[config.mk]
export PLATFORM = sky130hd
export DESIGN_NAME = chained_literal_locator_top
export DESIGN_NICKNAME = d
export VERILOG_FILES = /design/src/rtl/cll_pkg.sv /design/src/rtl/chained_literal_locator_top.sv
export SDC_FILE = /design/constraint.sdc
export NUM_CORES = 1
export LEC_CHECK = 0
export ABC_CLOCK_PERIOD_IN_PS = 4430
export BUFFER_PORTS_ARGS = -buffer_cell sky130_fd_sc_hd__buf_2
export CAP_MARGIN = 0
export CELL_PAD_IN_SITES_DETAIL_PLACEMENT = 0
export CELL_PAD_IN_SITES_GLOBAL_PLACEMENT = 1
export CORE_MARGIN = 2
export CORE_UTILIZATION = 47
export DETAILED_ROUTE_END_ITERATION = 7
export HOLD_SLACK_MARGIN = 0.1
export PLACE_DENSITY_LB_ADDON = 0.1
export SETUP_SLACK_MARGIN = 0.5
export SLEW_MARGIN = 10
export SYNTH_ARGS = -nofsm -noshare
export SYNTH_HDL_FRONTEND = slang
export SYNTH_SLANG_ARGS = --single-unit
[constraint.sdc]
create_clock -name clk -period 4.43 [get_ports clk]
set_input_delay 0.2215 -clock clk [delete_from_list [all_inputs] [get_ports clk]]
set_output_delay 0.2215 -clock clk [all_outputs]
set_load 0.005 [all_outputs]
[src/rtl/cll_pkg.sv]
// ----------------------------------------------------------------------------
// cll_pkg - chained literal locator shared definitions
// Literal texts, their lengths, search stage codes and offset width.
// ----------------------------------------------------------------------------
package cll_pkg;

    localparam int OFFSET_BITS = 16;
    localparam int OUT_BITS    = 16;
    localparam int STAGE_BITS  = 3;
    localparam int POS_BITS    = 5;

    localparam logic [STAGE_BITS-1:0] STG_EQUIV   = 3'd0;
    localparam logic [STAGE_BITS-1:0] STG_EQ1     = 3'd1;
    localparam logic [STAGE_BITS-1:0] STG_CSP     = 3'd2;
    localparam logic [STAGE_BITS-1:0] STG_CONTENT = 3'd3;
    localparam logic [STAGE_BITS-1:0] STG_EQ2     = 3'd4;
    localparam logic [STAGE_BITS-1:0] STG_QUOTE   = 3'd5;
    localparam logic [STAGE_BITS-1:0] STG_DONE    = 3'd6;

    localparam logic [79:0]  LIT_EQUIV   = "http-equiv";
    localparam logic [7:0]   LIT_EQ      = "=";
    localparam logic [199:0] LIT_CSP     = "\"Content-Security-Policy\"";
    localparam logic [55:0]  LIT_CONTENT = "content";
    localparam logic [7:0]   LIT_QUOTE   = "\"";

    // every border used on a mismatch is zero, so a mismatch restarts the literal
    function automatic logic [POS_BITS-1:0] lit_len(input logic [STAGE_BITS-1:0] s);
        logic [POS_BITS-1:0] n;
        n = '0;
        unique case (s)
            STG_EQUIV:   n = 5'd10;
            STG_EQ1:     n = 5'd1;
            STG_CSP:     n = 5'd25;
            STG_CONTENT: n = 5'd7;
            STG_EQ2:     n = 5'd1;
            STG_QUOTE:   n = 5'd1;
            default:     n = '0;
        endcase
        return n;
    endfunction

    function automatic logic [7:0] lit_char(input logic [STAGE_BITS-1:0] s,
                                            input logic [POS_BITS-1:0]   i);
        logic [7:0] c;
        c = '0;
        unique case (s)
            STG_EQUIV:   if (i < 5'd10) c = LIT_EQUIV[8*(9-int'(i)) +: 8];
            STG_EQ1:     if (i == 5'd0) c = LIT_EQ;
            STG_CSP:     if (i < 5'd25) c = LIT_CSP[8*(24-int'(i)) +: 8];
            STG_CONTENT: if (i < 5'd7)  c = LIT_CONTENT[8*(6-int'(i)) +: 8];
            STG_EQ2:     if (i == 5'd0) c = LIT_EQ;
            STG_QUOTE:   if (i == 5'd0) c = LIT_QUOTE;
            default:     c = '0;
        endcase
        return c;
    endfunction

endpackage

[src/rtl/chained_literal_locator_top.sv]
// ----------------------------------------------------------------------------
// chained_literal_locator_top - ordered literal chain search over a byte stream
// Finds http-equiv, =, "Content-Security-Policy", content, =, " in order.
// ----------------------------------------------------------------------------
// usage:
//   s_* carries one document byte per transfer, tlast on the final byte.
//   m_* carries one result per document, sent after its last byte:
//   tuser = found, tdata = offset just past the closing quote (0 if not found).
//   each byte is held in the input register, then one compare and a state
//   update write the search state and, on a last byte, the result register.
//   throughput is one byte per cycle, except while a last byte waits for
//   the result register to be free.
//   while a result waits in the output register, bytes that are not last
//   still flow; a last byte holds in the input register until the result
//   register is free, which stalls s_tready.
//   reset (rst_n low) clears the search state, the byte count and both
//   valid flags; after each last byte the search state returns to reset.
// ----------------------------------------------------------------------------
module chained_literal_locator_top
(
    input  logic        clk,
    input  logic        rst_n,
    input  logic        s_tvalid,
    output logic        s_tready,
    input  logic [7:0]  s_tdata,   // [7:0] data_byte
    input  logic        s_tlast,   // last_byte
    output logic        m_tvalid,
    input  logic        m_tready,
    output logic [cll_pkg::OUT_BITS-1:0] m_tdata,  // [15:0] match_offset
    output logic        m_tuser    // [0] found
);
    import cll_pkg::*;

    localparam logic [OFFSET_BITS-1:0] COUNT_MAX = {OFFSET_BITS{1'b1}};

    logic                   in_valid_reg, in_valid_next;
    logic [7:0]             in_byte_reg;
    logic                   in_last_reg;
    logic [STAGE_BITS-1:0]  stage_reg, stage_next;
    logic [POS_BITS-1:0]    partial_reg, partial_next;
    logic [OFFSET_BITS-1:0] count_reg, count_next;
    logic [OFFSET_BITS-1:0] captured_reg, captured_next;
    logic                   out_valid_reg, out_valid_next;
    logic                   found_reg, found_next;
    logic [OUT_BITS-1:0]    offset_reg, offset_next;

    logic                   advance;
    logic                   s_accept;
    logic                   valid_pos;
    logic [OFFSET_BITS-1:0] pos;
    logic [7:0]             cur_char, first_char;
    logic [POS_BITS-1:0]    cur_len;
    logic [POS_BITS-1:0]    p_adv;
    logic [STAGE_BITS-1:0]  s_adv;
    logic [OFFSET_BITS-1:0] cap_adv;

    // a non-last byte never needs the result register
    assign advance  = in_valid_reg && (!in_last_reg || !out_valid_reg || m_tready);
    assign s_tready = !in_valid_reg || advance;
    assign s_accept = s_tvalid && s_tready;

    assign valid_pos  = (count_reg != COUNT_MAX);
    assign pos        = valid_pos ? count_reg + 1'b1 : count_reg;
    assign cur_char   = lit_char(stage_reg, partial_reg);
    assign first_char = lit_char(stage_reg, '0);
    assign cur_len    = lit_len(stage_reg);

    always_comb
    begin
        p_adv   = partial_reg;
        s_adv   = stage_reg;
        cap_adv = captured_reg;
        if (stage_reg != STG_DONE)
        begin
            if (cur_char == in_byte_reg)
                p_adv = partial_reg + 1'b1;
            else if (first_char == in_byte_reg)
                p_adv = 5'd1;
            else
                p_adv = '0;
            if (p_adv == cur_len)
            begin
                p_adv = '0;
                s_adv = stage_reg + 1'b1;
                if (s_adv == STG_DONE)
                    cap_adv = valid_pos ? pos : '0;
            end
        end
    end

    always_comb
    begin
        in_valid_next = in_valid_reg;
        if (s_accept)
            in_valid_next = 1'b1;
        else if (advance)
            in_valid_next = 1'b0;

        stage_next     = stage_reg;
        partial_next   = partial_reg;
        count_next     = count_reg;
        captured_next  = captured_reg;
        found_next     = found_reg;
        offset_next    = offset_reg;
        out_valid_next = out_valid_reg && !m_tready;

        if (advance)
        begin
            if (in_last_reg)
            begin
                found_next     = (s_adv == STG_DONE) && (cap_adv != '0);
                offset_next    = ((s_adv == STG_DONE) && (cap_adv != '0)) ?
                                 OUT_BITS'(cap_adv) : '0;
                out_valid_next = 1'b1;
                stage_next     = '0;
                partial_next   = '0;
                count_next     = '0;
                captured_next  = '0;
            end
            else
            begin
                stage_next    = s_adv;
                partial_next  = p_adv;
                count_next    = pos;
                captured_next = cap_adv;
            end
        end
    end

    always_ff @(posedge clk or negedge rst_n)
    begin
        if (!rst_n)
        begin
            in_valid_reg  <= 1'b0;
            out_valid_reg <= 1'b0;
            stage_reg     <= '0;
            partial_reg   <= '0;
            count_reg     <= '0;
            captured_reg  <= '0;
        end
        else
        begin
            in_valid_reg  <= in_valid_next;
            out_valid_reg <= out_valid_next;
            stage_reg     <= stage_next;
            partial_reg   <= partial_next;
            count_reg     <= count_next;
            captured_reg  <= captured_next;
        end
    end

    always_ff @(posedge clk)
    begin
        if (s_accept)
        begin
            in_byte_reg <= s_tdata;
            in_last_reg <= s_tlast;
        end
        found_reg  <= found_next;
        offset_reg <= offset_next;
    end

    assign m_tvalid = out_valid_reg;
    assign m_tdata  = offset_reg;
    assign m_tuser  = found_reg;

    // search position always inside the literal being searched
    a_partial_in_range: assert property (@(posedge clk) disable iff (!rst_n)
        (stage_reg != STG_DONE) |-> (partial_reg < lit_len(stage_reg)))
        else $error("partial match position beyond literal length");

    a_done_no_partial: assert property (@(posedge clk) disable iff (!rst_n)
        (stage_reg == STG_DONE) |-> (partial_reg == '0))
        else $error("partial match left over after chain completed");

    a_last_gives_result: assert property (@(posedge clk) disable iff (!rst_n)
        (advance && in_last_reg) |=> (m_tvalid && stage_reg == '0 && count_reg == '0))
        else $error("last byte did not produce a result and clear state");

    a_found_offset: assert property (@(posedge clk) disable iff (!rst_n)
        (m_tvalid && m_tuser) |-> (m_tdata != '0))
        else $error("found result with zero offset");

    a_not_found_zero: assert property (@(posedge clk) disable iff (!rst_n)
        (m_tvalid && !m_tuser) |-> (m_tdata == '0))
        else $error("not found result with nonzero offset");

endmodule

==> results.sh, run 1 <==
export IMPL_status="complete, no violations"
export IMPL_slowest_stage="dfrtp_2"
export IMPL_drc=0
export IMPL_placed_cells=777
export IMPL_syn_num_nets=629
export IMPL_multi_input_area_mm2=0.00339
export IMPL_fin_crit_ns=3.96
export IMPL_synth_commonest_cells="nor2_1 (59), nand2_1 (58), o21ai_0 (48)"
export IMPL_dp_hpwl_um=10800
export IMPL_clkSlewWorstSetupHoldPaths_ns=0.08
export IMPL_power_leakage_uw=0.00265
export IMPL_insertedDiodeCount=0
export IMPL_timing_fmax_mhz=253
export IMPL_start_kind="flop"
export IMPL_clock_power_share=0.424
export IMPL_synthMostInstantiatedCell="nor2_1"
export IMPL_pin_count=32
export IMPL_max_slew_worst_pin_slew_ns=0.945
export IMPL_area_delta_synth_final_pct=29.0
export IMPL_die_area_mm2=0.0117
export IMPL_wl_per_cell_um=19.2
export IMPL_io_buffers=31
export IMPL_grt_pass1_wl_um=23700
export IMPL_grt_pass1_vias=4526
export IMPL_yosysTopAreaCell="dfrtp_1"
export IMPL_cts_root_buffer="clkbuf_8"
export IMPL_rows=38
export IMPL_clkLatencyLatePin_ns=0.37
export IMPL_critical_path_max_stage_delay_ns=0.44
export IMPL_crit_type="flop to flop"
export IMPL_grt_max_degree=43
export IMPL_die_x_um=108
export IMPL_slew_headroom=0.370
export IMPL_antenna_found_initial=0
export IMPL_crit_top_cell="xnor2_1"
export IMPL_pwr_share_seq=0.495
export IMPL_vias=5128
export IMPL_grt_ovfl_total=0
export IMPL_syn_area_per_cell_um2=8.47
export IMPL_drive_above_1_share=0.269
export IMPL_finalCritPeriodShare=0.893
export IMPL_worstPathMaxFanout=11
export IMPL_arrival_ns=4.07
export IMPL_ctsHtreeMaxLevel=3
export IMPL_synth_enable_flop_cells=26
export IMPL_cp_cell_sequence="buf_12 > and2b_1 > xnor2_1 > o22ai_1 > buf_4 > o21ai_0 > a31oi_1 > xnor2_1 > or3_1 > a32o_2 > and4_4 > a41oi_4 > clkbuf_16 > nor2_1"
export IMPL_seq_area_mm2=0.00184
export IMPL_clockBufferDepth=2
export IMPL_core_area_mm2=0.0107
export IMPL_maxCapViolCount=0
export IMPL_layout_filler_cells=952
export IMPL_gp_congestion=1.02
export IMPL_layout_nets=705
export IMPL_async_flop_share=0.618
export IMPL_synth_top_area_share=0.206
export IMPL_vdd_drop_max_mv=0.287
export IMPL_combPwrFrac=0.081
export IMPL_synth_main_ff_cell="dfrtp_1"
export IMPL_ant_nets=0
export IMPL_initial_utilization=0.477
export IMPL_synth_cells=603
export IMPL_synth_cell_types=75
export IMPL_timing_final_hold_violations=0
export IMPL_p_int_uw=1030
export IMPL_pwr_density_cell_mw_per_mm2=211
export IMPL_fin_util=0.616
export IMPL_synth_seq_cells=68
export IMPL_syn_cell_area_mm2=0.00510
export IMPL_die_h_um=108
export IMPL_drtPass1Iterations=7
export IMPL_grtUsageTotal=0.262
export IMPL_cts_made_buffers=9
export IMPL_endpoint_kind="flop"
export IMPL_drtIter0Drc=278
export IMPL_cp_data_required_time_ns=4.55
export IMPL_cts_sinks=68
export IMPL_swShare=0.256
export IMPL_cts_tree="yes"
export IMPL_synthTopCellsByArea="dfrtp_1 (21%), edfxtp_1 (15%), o21ai_0 (4.7%)"
export IMPL_rsz0062_at_grt="true"
export IMPL_synth_seq_area_share=0.359
export IMPL_hold_path_class="flop to flop"
export IMPL_yosysWarningCount=0
export IMPL_via_per_inst=6.22
export IMPL_fin_tns_setup_ns=0
export IMPL_finalClockSkew_ns=0.0105
export IMPL_p_sw_uw=355
export IMPL_setup_viol=0
export IMPL_instances_no_fill=824
export IMPL_slew_viol_final=0
export IMPL_wl_um=15800
==> path summary, 6_finish.rpt <==
check / start / to / slack (ns) / depth (start not counted)
worst min register to register: count_reg[1]$_DFFE_PN0P_ / count_reg[1]$_DFFE_PN0P_ / 0.52 / 2
min in group asynchronous: rst_n / captured_reg[7]$_DFFE_PN0P_ / 0.54 / 2
worst max register to register: partial_reg[2]$_DFFE_PN0P_ / m_tdata[3]$_SDFFCE_PN0P_ / 0.47 / 14
max in group asynchronous: rst_n / stage_reg[1]$_DFFE_PN0P_ / 3.23 / 2
worst max-delay path: partial_reg[2]$_DFFE_PN0P_ / m_tdata[3]$_SDFFCE_PN0P_ / 0.47 / 14
worst min-delay path: count_reg[1]$_DFFE_PN0P_ / count_reg[1]$_DFFE_PN0P_ / 0.52 / 2
==> placed cells by master (no fill, tap or decap), drive strengths merged, types with 13 or more instances in the layout <==
cell    netlist  layout
ha           13      13
edfxtp       26      26
a21oi        30      30
nor3         22      22
buf          18      88
a22o         13      13
clkbuf       21      13
o21ai        51      51
nor2         59      59
dfrtp        42      42
nand3        25      25
nor2b        13      13
inv          19      21
xnor2        17      17
nand2        58      58
==> power by group through the flow <==
| stage | clock, uW | combinational (uW) | sequential [uW] |
|---|---|---|---|
| floorplan | 0 | 62.1 | 694 |
| global placement | 0 | 98.5 | 700 |
| detailed placement | 0 | 99.5 | 700 |
| CTS | 597 | 109 | 687 |
| global route | 624 | 125 | 690 |
| finish | 589 | 112 | 688 |
==> routing by layer <==
metal | share of wire | vias up | GRT usage
li1 | - | 2386 | -
met1 | 0.47 | 2469 | 0.399
met2 | 0.43 | 225 | 0.368
met3 | 0.074 | 48 | 0.0512
met4 | 0.024 | 0 | 0.0907
met5 | 0 | - | 0
==> critical path, delay by kind of cell, from the launching register on <==
kind / cells / cell delay (ns)
XOR/XNOR: 2 / 0.32
AO/OA/AOI/OAI: 5 / 1.38
buffers and inverters: 3 / 0.56
flip-flops: 1 / 0.44
AND/OR/NAND/NOR: 4 / 0.99
==> final cells by class <==
cell class	instances	area share
Clock buffer	9	0.0188
Tap cell	140	0.0266
Multi-Input combinational cell	477	0.514
Sequential cell	68	0.279
Clock inverter	7	0.0150
Timing Repair Buffer	104	0.135
Inverter	19	0.0108
==> stage by stage <==
| step | setup WS (ns) | area (um^2) | total power, uW | hold WS (ns) |
|---|---|---|---|---|
| 2_1_floorplan | 0.570 | 5110 | 756 | -0.0741 |
| 3_3_place_gp | 0.360 | 5600 | 798 | 0.398 |
| 3_5_place_dp | 0.292 | 5600 | 800 | 0.400 |
| 4_1_cts | 0.509 | 6000 | 1390 | 0.527 |
| 5_1_grt | 0.391 | 6590 | 1440 | 0.540 |
| 6_report | 0.473 | 6590 | 1390 | 0.524 |
==> repair_timing <==
action	CTS	global route
hold buffers	12	0
gates cloned	0	4
endpoints found under the setup margin	29	35
resized for setup	12	85
buffers inserted	3	12
pin swaps	4	19
endpoints found under the hold margin	53	0
==> kinds of logic after synthesis <==
| kind of cell | count (synthesis) | synth area share |
|---|---|---|
| AND/OR/NAND/NOR | 252 | 0.252 |
| multiplexers | 11 | 0.0225 |
| AO/OA/AOI/OAI | 174 | 0.236 |
| adder cells (fa/ha/maj) | 13 | 0.0319 |
| XOR/XNOR | 27 | 0.0478 |
| buffers and inverters | 58 | 0.0512 |
| flip-flops | 68 | 0.359 |
Power figures use the tool's default switching activity.
==> run 2, diff against run 1 <==
Settings changed: BUFFER_PORTS_ARGS -buffer_cell sky130_fd_sc_hd__buf_2 to not set, CORE_UTILIZATION 47 to 49, DONT_BUFFER_PORTS set to 1.
==> run 2 against run 1 <==
- total power fell by 2.4%
- die area decreased by 3.9%
- non-clock buffer count fell by 26
==> results.sh, run 2 (synthesis results as in run 1) <==
export IMPL_status="complete, no violations"
export IMPL_antenna_found_initial=0
export IMPL_r2r_slack_ns=0.47
export IMPL_cts_root_buffer="clkbuf_8"
export IMPL_cts_tree="yes"
export IMPL_core_area_mm2=0.0102
export IMPL_start_kind="flop"
export IMPL_cts_made_buffers=9
export IMPL_vias=5067
export IMPL_grt_pass1_wl_um=24200
export IMPL_rsz0062_at_grt="true"
export IMPL_drive_above_1_share=0.261
export IMPL_insertedDiodeCount=0
export IMPL_initial_utilization=0.499
export IMPL_io_buffers=0
export IMPL_finalCritPeriodShare=0.895
export IMPL_final_cell_mix="nor2_1 (58), nand2_1 (57), buf_4 (52)"
export IMPL_power_leakage_uw=0.00254
export IMPL_r2r_end="m_tdata[1]$_SDFFCE_PN0P_"
export IMPL_cts_sinks=68
export IMPL_timing_fmax_mhz=252
export IMPL_via_per_inst=6.38
export IMPL_fin_tns_setup_ns=0
export IMPL_drtIter0Drc=311
export IMPL_worstPathMaxFanout=8
export IMPL_rows=37
export IMPL_die_h_um=106
export IMPL_drc=0
export IMPL_vdd_drop_max_mv=0.197
export IMPL_clkLatencyLatePin_ns=0.37
export IMPL_hold_path_class="primary input to flop"
export IMPL_gp_congestion=0.944
export IMPL_cp_data_required_time_ns=4.55
export IMPL_clockBufferDepth=2
export IMPL_wl_um=16200
export IMPL_timing_final_hold_violations=0
export IMPL_wl_per_cell_um=20.4
export IMPL_die_x_um=106
export IMPL_pwr_density_cell_mw_per_mm2=206
export IMPL_slew_headroom=0.464
export IMPL_min_from="m_tready"
export IMPL_endpoint_kind="flop"
export IMPL_drtPass1Iterations=5
export IMPL_ant_nets=0
export IMPL_maxCapViolCount=0
export IMPL_clkSlewWorstSetupHoldPaths_ns=0.09
export IMPL_min_to="in_valid_reg$_DFFE_PN0P_"
export IMPL_finalClockSkew_ns=0.00898
export IMPL_arrival_ns=4.09
export IMPL_area_delta_synth_final_pct=29.1
export IMPL_dp_hpwl_um=10600
export IMPL_grtUsageTotal=0.275
export IMPL_max_slew_worst_pin_slew_ns=0.805
export IMPL_slew_viol_final=0
export IMPL_ctsHtreeMaxLevel=3
export IMPL_layout_nets=679
export IMPL_place_worst_setup_slack_ns=0.102
export IMPL_pin_count=32
export IMPL_rr_worst_depth=18
export IMPL_grt_pass1_vias=4396
export IMPL_setup_slack_ns=0.466
export IMPL_grt_max_degree=43
export IMPL_crit_type="flop to flop"
export IMPL_die_area_mm2=0.0113
export IMPL_timing_hold_worst_path_depth=2
export IMPL_fin_crit_ns=3.96
export IMPL_layout_commonest_cell="nor2_1"
export IMPL_r2r_start="partial_reg[0]$_DFFE_PN0P_"
export IMPL_setup_viol=0
export IMPL_grt_ovfl_total=0
-- run 2: cell count changes in the layout (fill, tap and decap cells not counted), sizes merged --
cell / before / now
clkinv: 3 / 0
inv: 21 / 23
clkinvlp: 0 / 2
bufinv: 2 / 1
buf: 88 / 62
-- run 2: worst max-delay path by stage --
stage / endpoint / from / slack (ns) / depth (start not counted)
6_report: m_tdata[1]$_SDFFCE_PN0P_ / partial_reg[0]$_DFFE_PN0P_ / 0.47 / 18
5_1_grt: m_tdata[11]$_SDFFCE_PN0P_ / partial_reg[0]$_DFFE_PN0P_ / 0.34 / 18
4_1_cts: m_tdata[15]$_SDFFCE_PN0P_ / stage_reg[1]$_DFFE_PN0P_ / 0.51 / 14
3_5_place_dp: captured_reg[9]$_DFFE_PN0P_ / partial_reg[1]$_DFFE_PN0P_ / 0.10 / 14
3_3_place_gp: m_tuser$_DFFE_PP_ / partial_reg[1]$_DFFE_PN0P_ / 0.08 / 15
2_1_floorplan: m_tdata[3]$_SDFFCE_PN0P_ / partial_reg[1]$_DFFE_PN0P_ / 0.57 / 16
-- run 2: layout make-up --
class                      count  area [um^2]
clock buffer                   9          124
clock inverter                 7         82.6
fill                         871         3640
inverter                      19         73.8
multi-input combinational    477         3500
sequential                    68         1840
tap                          136          170
timing repair buffer          78          796
-- run 2: layer usage --
metal,wire length (um),global-route usage,share of wire
met4,237,0.0846,0.015
met1,7240,0.421,0.45
met3,1430,0.0478,0.088
met2,7280,0.393,0.45
met5,0,0,0
-- run 2: power by group --
part	switching (uW)	internal (uW)
Clock	284	270
Sequential	18.7	670
Combinational	70.9	41.5
Total	374	981
-- run 2: repair_timing --
item                                    in CTS  in global routing
pin swaps                                    5                 28
gates cloned                                 0                  4
hold buffers                                13                  0
setup buffers                                7                 24
endpoints found under the hold margin       53                  0
endpoints found under the setup margin      35                 40
gates resized for setup                     32                 88
-- run 2: stage by stage --
step | area (um^2) | instances | utilization | power [uW] | hold WS, ns
after detailed placement | 5350 | 730 | 0.523 | 783 | -0.0732
after CTS | 5900 | 766 | 0.577 | 1350 | 0.102
after global placement | 5350 | 730 | 0.523 | 781 | -0.0727
after global routing | 6590 | 794 | 0.644 | 1400 | 0.130
final | 6590 | 794 | 0.644 | 1350 | 0.109
after floorplan | 5110 | 603 | - | 756 | -0.0741
-- run 2: worst max-delay path, stage by stage (launching register included) --
cell       delay, ns
dfrtp_2         0.45
inv_2           0.09
ha_4            0.21
nand2b_4        0.19
nand2_1         0.11
a311oi_2        0.10
buf_4           0.16
or3_4           0.39
or4_4           0.51
nand2_4         0.12
a31oi_4         0.10
a211oi_4        0.32
buf_4           0.17
buf_4           0.11
a311oi_4        0.09
a41oi_4         0.22
buf_12          0.16
clkbuf_16       0.15
nor2_1          0.04
